File: config.mk
export PLATFORM = sky130hd
export DESIGN_NAME = flag_triggered_window_extractor_unit
export DESIGN_NICKNAME = d
export VERILOG_FILES = /design/src/sv/fte_pkg.sv /design/src/sv/flag_triggered_window_extractor_unit.sv /design/src/sv/fte_ring.sv
export SDC_FILE = /design/constraint.sdc
export NUM_CORES = 2
export LEC_CHECK = 0
export BUFFER_PORTS_ARGS = -buffer_cell sky130_fd_sc_hd__buf_2
export CAP_MARGIN = 20
export CORE_MARGIN = 2
export CORE_UTILIZATION = 39
export DETAILED_ROUTE_END_ITERATION = 16
export PLACE_DENSITY = 0.55
export SLEW_MARGIN = 5
export SYNTH_ARGS = -nofsm -noshare
export SYNTH_HDL_FRONTEND = slang
export SYNTH_SLANG_ARGS = --single-unit
File: constraint.sdc
create_clock -name clk -period 7.7 [get_ports clk]
set_input_delay 0.77 -clock clk [delete_from_list [all_inputs] [get_ports clk]]
set_output_delay 0.77 -clock clk [all_outputs]
set_load 0.01 [all_outputs]
File: src/sv/fte_pkg.sv
// shared constants and types for the flag triggered window extractor
package fte_pkg;

  localparam int DEF_MAX_WINDOW = 64;
  localparam int DEF_ITEM_BYTES = 4;

  localparam int DATA_W = 32;
  localparam int LEN_W  = 7;
  localparam int CFG_AW = 3;
  localparam int CFG_DW = 32;

  localparam logic [LEN_W-1:0] LEN_RST = 7'd64;
  localparam logic [LEN_W-1:0] LEN_MASK = '1;

  typedef enum logic {
    REG_WINDOW_LENGTH  = 1'b0,
    REG_ADVANCE_LENGTH = 1'b1
  } cfg_reg_t;

endpackage

File: src/sv/flag_triggered_window_extractor_unit.sv
// flag triggered window extractor: ring store of samples replayed as windows
// an item that completes no window is taken every cycle
// an item that completes a window holds in_tready low until window_length ring reads are done,
//   one per cycle while the output buffer has room; read words pass the ring read register
// results leave at one per cycle while out_tready is high, through a two word output buffer
// synchronous active-low reset clears marks, skip count, write position and output;
//   both length registers reset to 64, ring contents are not cleared
module flag_triggered_window_extractor_unit
  import fte_pkg::*;
#(
  parameter int MAX_WINDOW = DEF_MAX_WINDOW,
  parameter int ITEM_BYTES = DEF_ITEM_BYTES
) (
  input  logic              clk,
  input  logic              rst_n,
  input  logic              in_tvalid,
  output logic              in_tready,
  input  logic [DATA_W-1:0] in_tdata,     // sample_data
  input  logic [0:0]        in_tuser,     // trigger_flag
  output logic              out_tvalid,
  input  logic              out_tready,
  output logic [DATA_W-1:0] out_tdata,    // window_data
  output logic              out_tlast,
  input  logic              cfg_psel,
  input  logic              cfg_penable,
  input  logic              cfg_pwrite,
  input  logic [CFG_AW-1:0] cfg_paddr,
  input  logic [CFG_DW-1:0] cfg_pwdata,
  output logic [CFG_DW-1:0] cfg_prdata,
  output logic              cfg_pready
);

  localparam int AW = $clog2(MAX_WINDOW);
  localparam logic [LEN_W-1:0] MAX_LEN = LEN_W'(MAX_WINDOW);
  localparam logic [AW-1:0] LAST_SLOT = AW'(MAX_WINDOW - 1);
  localparam logic [7:0] DEPTH8 = 8'(MAX_WINDOW);
  localparam logic [DATA_W-1:0] ITEM_MASK = (ITEM_BYTES >= 4) ? '1 :
    DATA_W'((64'd1 << (8 * ITEM_BYTES)) - 64'd1);
  localparam logic [MAX_WINDOW-1:0] ONE_HOT0 = MAX_WINDOW'(1);

  logic [LEN_W-1:0]      wl_r, al_r, skip_r, skip_nxt, rem_r, rem_nxt;
  logic [AW-1:0]         pos_r, pos_nxt, rd_addr_r, rd_addr_nxt;
  logic [MAX_WINDOW-1:0] marks_r, marks_nxt, marks_wr, pos_hot, start_hot;
  logic                  rd_vld_r, rd_last_r;
  logic                  out_vld_r, out_vld_nxt, sk_vld_r, sk_vld_nxt;
  logic [DATA_W-1:0]     out_data_r, out_data_nxt, sk_data_r, sk_data_nxt;
  logic                  out_last_r, out_last_nxt, sk_last_r, sk_last_nxt;

  logic [LEN_W-1:0]  win_len, adv_len;
  logic [7:0]        start_sum;
  logic [AW-1:0]     start_slot;
  logic              in_acc, trig, fire, pop, issue, cfg_wr;
  logic [1:0]        occ;
  logic [DATA_W-1:0] rd_data;

  // effective lengths
  always_comb begin
    if (wl_r == '0) begin
      win_len = LEN_W'(1);
    end else if (wl_r > MAX_LEN) begin
      win_len = MAX_LEN;
    end else begin
      win_len = wl_r;
    end
    if (al_r == '0) begin
      adv_len = LEN_W'(1);
    end else if (al_r > win_len) begin
      adv_len = win_len;
    end else begin
      adv_len = al_r;
    end
  end

  assign in_tready = (rem_r == '0);
  assign in_acc    = in_tvalid && in_tready;

  // window start slot for a window ending at the current position
  assign start_sum  = 8'(pos_r) + DEPTH8 + 8'd1 - 8'(win_len);
  assign start_slot = (start_sum >= DEPTH8) ? AW'(start_sum - DEPTH8) : AW'(start_sum);
  assign pos_hot    = ONE_HOT0 << pos_r;
  assign start_hot  = ONE_HOT0 << start_slot;
  assign trig       = (skip_r == '0) && in_tuser[0];

  always_comb begin
    marks_wr = marks_r & ~pos_hot;
    if (trig) begin
      marks_wr = marks_wr | pos_hot;
    end
    fire = marks_wr[start_slot];
  end

  // output buffer occupancy and read issue
  assign pop   = out_vld_r && out_tready;
  assign occ   = 2'(out_vld_r) + 2'(sk_vld_r) + 2'(rd_vld_r);
  assign issue = (rem_r != '0) && ((occ != 2'd2) || pop);

  always_comb begin
    marks_nxt   = marks_r;
    skip_nxt    = skip_r;
    pos_nxt     = pos_r;
    rem_nxt     = rem_r;
    rd_addr_nxt = rd_addr_r;
    if (in_acc) begin
      marks_nxt = fire ? (marks_wr & ~start_hot) : marks_wr;
      if (trig) begin
        skip_nxt = adv_len - LEN_W'(1);
      end else if (skip_r != '0) begin
        skip_nxt = skip_r - LEN_W'(1);
      end
      pos_nxt = (pos_r == LAST_SLOT) ? '0 : pos_r + AW'(1);
      if (fire) begin
        rem_nxt     = win_len;
        rd_addr_nxt = start_slot;
      end
    end else if (issue) begin
      rem_nxt     = rem_r - LEN_W'(1);
      rd_addr_nxt = (rd_addr_r == LAST_SLOT) ? '0 : rd_addr_r + AW'(1);
    end
  end

  // head register plus skid register
  always_comb begin
    out_vld_nxt  = out_vld_r;
    out_data_nxt = out_data_r;
    out_last_nxt = out_last_r;
    sk_vld_nxt   = sk_vld_r;
    sk_data_nxt  = sk_data_r;
    sk_last_nxt  = sk_last_r;
    if (pop && sk_vld_r) begin
      out_vld_nxt  = 1'b1;
      out_data_nxt = sk_data_r;
      out_last_nxt = sk_last_r;
      sk_vld_nxt   = rd_vld_r;
      sk_data_nxt  = rd_data;
      sk_last_nxt  = rd_last_r;
    end else if (pop || !out_vld_r) begin
      out_vld_nxt  = rd_vld_r;
      out_data_nxt = rd_data;
      out_last_nxt = rd_last_r;
    end else if (rd_vld_r) begin
      sk_vld_nxt  = 1'b1;
      sk_data_nxt = rd_data;
      sk_last_nxt = rd_last_r;
    end
  end

  assign cfg_wr = cfg_psel && cfg_penable && cfg_pwrite && cfg_pready;

  always_ff @(posedge clk) begin
    if (!rst_n) begin
      wl_r      <= LEN_RST;
      al_r      <= LEN_RST;
      skip_r    <= '0;
      pos_r     <= '0;
      marks_r   <= '0;
      rem_r     <= '0;
      rd_vld_r  <= 1'b0;
      out_vld_r <= 1'b0;
      sk_vld_r  <= 1'b0;
    end else begin
      if (cfg_wr) begin
        unique case (cfg_reg_t'(cfg_paddr[2]))
          REG_WINDOW_LENGTH:  wl_r <= cfg_pwdata[LEN_W-1:0];
          REG_ADVANCE_LENGTH: al_r <= cfg_pwdata[LEN_W-1:0];
          default: ;
        endcase
      end
      skip_r    <= skip_nxt;
      pos_r     <= pos_nxt;
      marks_r   <= marks_nxt;
      rem_r     <= rem_nxt;
      rd_vld_r  <= issue;
      out_vld_r <= out_vld_nxt;
      sk_vld_r  <= sk_vld_nxt;
    end
  end

  always_ff @(posedge clk) begin
    rd_addr_r  <= rd_addr_nxt;
    rd_last_r  <= (rem_r == LEN_W'(1));
    out_data_r <= out_data_nxt;
    out_last_r <= out_last_nxt;
    sk_data_r  <= sk_data_nxt;
    sk_last_r  <= sk_last_nxt;
  end

  fte_ring #(
    .MAX_WINDOW(MAX_WINDOW)
  ) u_ring (
    .clk    (clk),
    .wr_en  (in_acc),
    .wr_addr(pos_r),
    .wr_data(in_tdata & ITEM_MASK),
    .rd_en  (issue),
    .rd_addr(rd_addr_r),
    .rd_data(rd_data)
  );

  always_comb begin
    unique case (cfg_reg_t'(cfg_paddr[2]))
      REG_WINDOW_LENGTH:  cfg_prdata = CFG_DW'(wl_r & LEN_MASK);
      REG_ADVANCE_LENGTH: cfg_prdata = CFG_DW'(al_r & LEN_MASK);
      default:            cfg_prdata = '0;
    endcase
  end

  assign cfg_pready = 1'b1;
  assign out_tvalid = out_vld_r;
  assign out_tdata  = out_data_r;
  assign out_tlast  = out_last_r;

endmodule

File: src/sv/fte_ring.sv
// sample ring memory with one write port and one registered read port
module fte_ring
  import fte_pkg::*;
#(
  parameter int MAX_WINDOW = DEF_MAX_WINDOW
) (
  input  logic                          clk,
  input  logic                          wr_en,
  input  logic [$clog2(MAX_WINDOW)-1:0] wr_addr,
  input  logic [DATA_W-1:0]             wr_data,
  input  logic                          rd_en,
  input  logic [$clog2(MAX_WINDOW)-1:0] rd_addr,
  output logic [DATA_W-1:0]             rd_data
);

  logic [DATA_W-1:0] mem [MAX_WINDOW];
  logic [DATA_W-1:0] rd_data_r;

  always_ff @(posedge clk) begin
    if (wr_en) begin
      mem[wr_addr] <= wr_data;
    end
  end

  always_ff @(posedge clk) begin
    if (rd_en) begin
      rd_data_r <= mem[rd_addr];
    end
  end

  assign rd_data = rd_data_r;

endmodule

==> summary.md <==
| Metric | Value |
|---|---|
| Status | `complete, no violations` |
| Cts bufs inserted | `~230` |
| GR peak layer | `met2` |
| Max-slew violation count | `0` |
| Register-to-register setup slack | `2.46 ns` |
| Footprint of the multi-input gates | `0.02139 mm2` |
| FF/Latch Area | `0.06666 mm2` |
| Overall Global Routing Usage | `0.1977` |
| Power per Cell Area | `342.8 mW/mm2` |
| I/O pins | `approximately 140` |
| Met1 global-route usage | `0.2905` |
| Vias | `43.05k` |
| Gr ovfl total | `0` |
| Reg-to-Reg Start | `wl_r[2]` |
| Final TNS setup | `0 ns` |
| TritonRoute pass-1 iters | `5` |
| Register area share after synthesis | `0.7507` |
| WS Path Type | `register to register` |
| XOR/XNOR Fraction of Synth Area | `0.001465` |
| Met3 GRT Util | `0.03156` |
| Yosys cell types | `83` |
| Die Wd | `481.2 um` |
| Vias in the first global route | `around 44k` |
| Largest family of logic cells by synthesized area | `multiplexers` |
| Global-route wire length before repair | `between 300,000 and 400,000 um` |
| Post-cts resize count | `0` |
| DR WL/cell | `30.51 um` |
| Req. time, crit path | `8.49 ns` |
| Clock buffer depth | `3` |
| Area Growth Syn to Fin | `14.21%` |
| Fin crit share | `0.6806` |
| Commonest non-fill, non-tap cells in the layout | `edfxtp_1, mux4_2, clkbuf_16, buf_4, dfxtp_1` |
| CP arrival | `6.03 ns` |
| CTS H-tree depth | `4` |
| Worst-Skew Late Latency | `0.86 ns` |
| P_leak | `31.06 nW` |
| Post-route ant nets | `0` |
| Num Clock Sinks | `2,254` |
| Std-Cell Rows | `175` |
| Ys async rst share | `0` |
| Initial Utilization | `0.3915` |
| Fill cells | `19.18k` |
| Mux contribution to synthesized area | `0.1780` |
| Antenna violations before repair | `15` |
| Slew headroom | `0.2378` |
| Met2 Track Usage GR | `0.3140` |
| Fmax | `190.8 MHz` |
| Layout cells sized above 1 | `0.3083` |
| Tot Pwr | `roughly 0.035 W` |
| Main synth FF type | `edfxtp_1` |
| Final instance area | `0.1014 mm2` |
| Slew @ Worst Pin | `1.140 ns` |
| # DRC | `0` |
| Post-synthesis cell area | `0.08881 mm2` |
| Root buf cell | `clkbuf_16` |
| Worst setup SP type | `register` |
| CP cell instances | `nor3_1, a21oi_1, nor2_1, inv_1, ha_1, ha_1, fa_1, inv_1, a31o_2, a21oi_1, or4b_1, o311ai_0, a32o_2, o211ai_4, a31o_2, a21oi_1` |
| Compound-gate portion of the synthesized area | `0.02661` |
| Crit-path slowest cell | `fa_1` |
| Die height | `481.2 um` |
| Post-Synth Simple-Gate Area | `0.02371` |
| CP max FO | `20` |
| PortBufs | `89` |
| 1st-iter DRT viols | `4,757` |
| Cells after synthesis | `4,088` |
| RSZ-0062 raised after global routing | `no` |
| Crit end category | `register` |
| Die ar. | `~0.23 mm2` |
| Buf/Inv on CP | `2` |
| Crit path max-delay family | `compound AO/OA/AOI/OAI gates` |
| CTS tree | `yes` |
| Hold Buf Count CTS | `0` |
| Final Net Count | `4,410` |
| Post-Synth Adder-Cell Area | `0.004114` |
| Yosys warning count | `0` |
| Max_cap viols | `0` |
| Setup Skew | `0.04724 ns` |
| Area after DPL | `0.09343 mm2` |
| Slowest stage delay, CP | `between 1 and 1.5 ns` |
| Clock slew at reported path FFs | `0.06 ns` |
| Fin crit period | `5.241 ns` |
| Worst min path class | `input pin to register` |
| CP dominant cell by count | `a21oi_1` |
| Final worst-path setup slack | `2.459 ns` |
| FF+latch count, synth | `2,254` |
| Start point of the critical path | `wl_r[2]` |
| Via-to-Cell Ratio | `5.727` |
| Commonest non-fill, non-tap cell in the layout | `edfxtp_1` |
| Post-layout util | `0.4471` |
| Pre-CTS WS | `roughly 2.5 ns` |
| Core box area | `0.2268 mm2` |
| GP Congestion | `0.8387` |
| # setup viols final | `0` |
| Setup Buffers After CTS | `0` |
| Hold path start | `cfg_pwdata[6]` |
| Post-Route WL | `roughly 230,000 um` |
| Number of synthesized flops with an enable pin | `2,152` |
| Final Hold Vio Count | `0` |
| Worst VDD drop | `0.0002566 V` |
| DP Wirelength | `128,500 um` |
| Largest net degree at the start of global routing | `127` |
| Syn_area_per_cell | `21.72 um2` |
-- layer usage --
layer / routed length (um) / share of wire
met1: 101400 / 0.44
met2: 109900 / 0.48
met3: 14470 / 0.063
met4: 3643 / 0.016
met5: 0 / 0
-- report_power, final --
part	switching (W)	internal [W]
combinational	0.00539	0.00435
sequential	0.000198	0.0139
clock	0.00470	0.00621
-- synth_stat cells (24+ instances only) --
master | count | share of area
a21oi_1 | 58 | 0.0033
a221oi_1 | 37 | 0.0036
buf_1 | 50 | 0.0021
buf_2 | 28 | 0.0016
buf_4 | 33 | 0.0028
clkbuf_1 | 154 | 0.0065
dfxtp_1 | 102 | 0.023
edfxtp_1 | 2152 | 0.73
ha_1 | 26 | 0.0037
inv_1 | 27 | 0.0011
mux2_2 | 48 | 0.0061
mux2i_1 | 29 | 0.0033
mux4_2 | 665 | 0.17
nand2_1 | 83 | 0.0035
nand3_1 | 34 | 0.0019
nor2_1 | 124 | 0.0052
nor3_1 | 24 | 0.0014
o211ai_1 | 30 | 0.0025
o21ai_0 | 88 | 0.0050
or3_1 | 50 | 0.0035
-- flip-flops by register name (all words and copies together), names as in the netlist, 7 cells and up --
register        count
u_ring.mem       2048
marks_r            64
out_tdata          32
sk_data_r          32
u_ring.rd_data     32
al_r                7
rem_r               7
skip_r              7
wl_r                7
-- layout make-up --
class                   instances  share of cell area
repair buffers                240             0.02108
clock buffers                 290             0.05907
diodes                          3          0.00007402
inverters                      29            0.001073
well taps                    3009             0.03712
flip-flops and latches       2254              0.6573
multi-input cells            1555              0.2109
clock inverters               138             0.01340
-- worst reg2reg max path, stage by stage (launching register included) --
cell      delay (ns)
dfxtp_1         0.37
nor3_1          0.19
a21oi_1         0.09
nor2_1          0.34
inv_1           0.10
ha_1            0.20
ha_1            0.23
fa_1            1.13
inv_1           0.44
a31o_2          0.33
a21oi_1         0.10
or4b_1          0.48
o311ai_0        0.13
a32o_2          0.30
o211ai_4        0.27
a31o_2          0.33
a21oi_1         0.13
-- worst paths after layout --
check / end / cells after the start
hold / removal: al_r[6] / 3
setup reg to reg: rem_r[6] / 16
setup / recovery: rem_r[6] / 16
hold reg to reg: sk_last_r / 0
-- cells by family after synthesis --
family          count (synthesis)
mux                           742
compound gates                330
other cells                     2
buf+inv                       303
simple gates                  415
xor+xnor                       14
flops                        2254
fa+ha+maj                      28
-- through the flow --
stage               instances  hold slack, ns
finish                   7518          0.1463
global route             7515          0.1117
CTS                      7483         0.07652
detailed placement       7055          0.4209
global placement         7054          0.4180
floorplan                4112          0.4027
(Power assumes the default switching activity.)
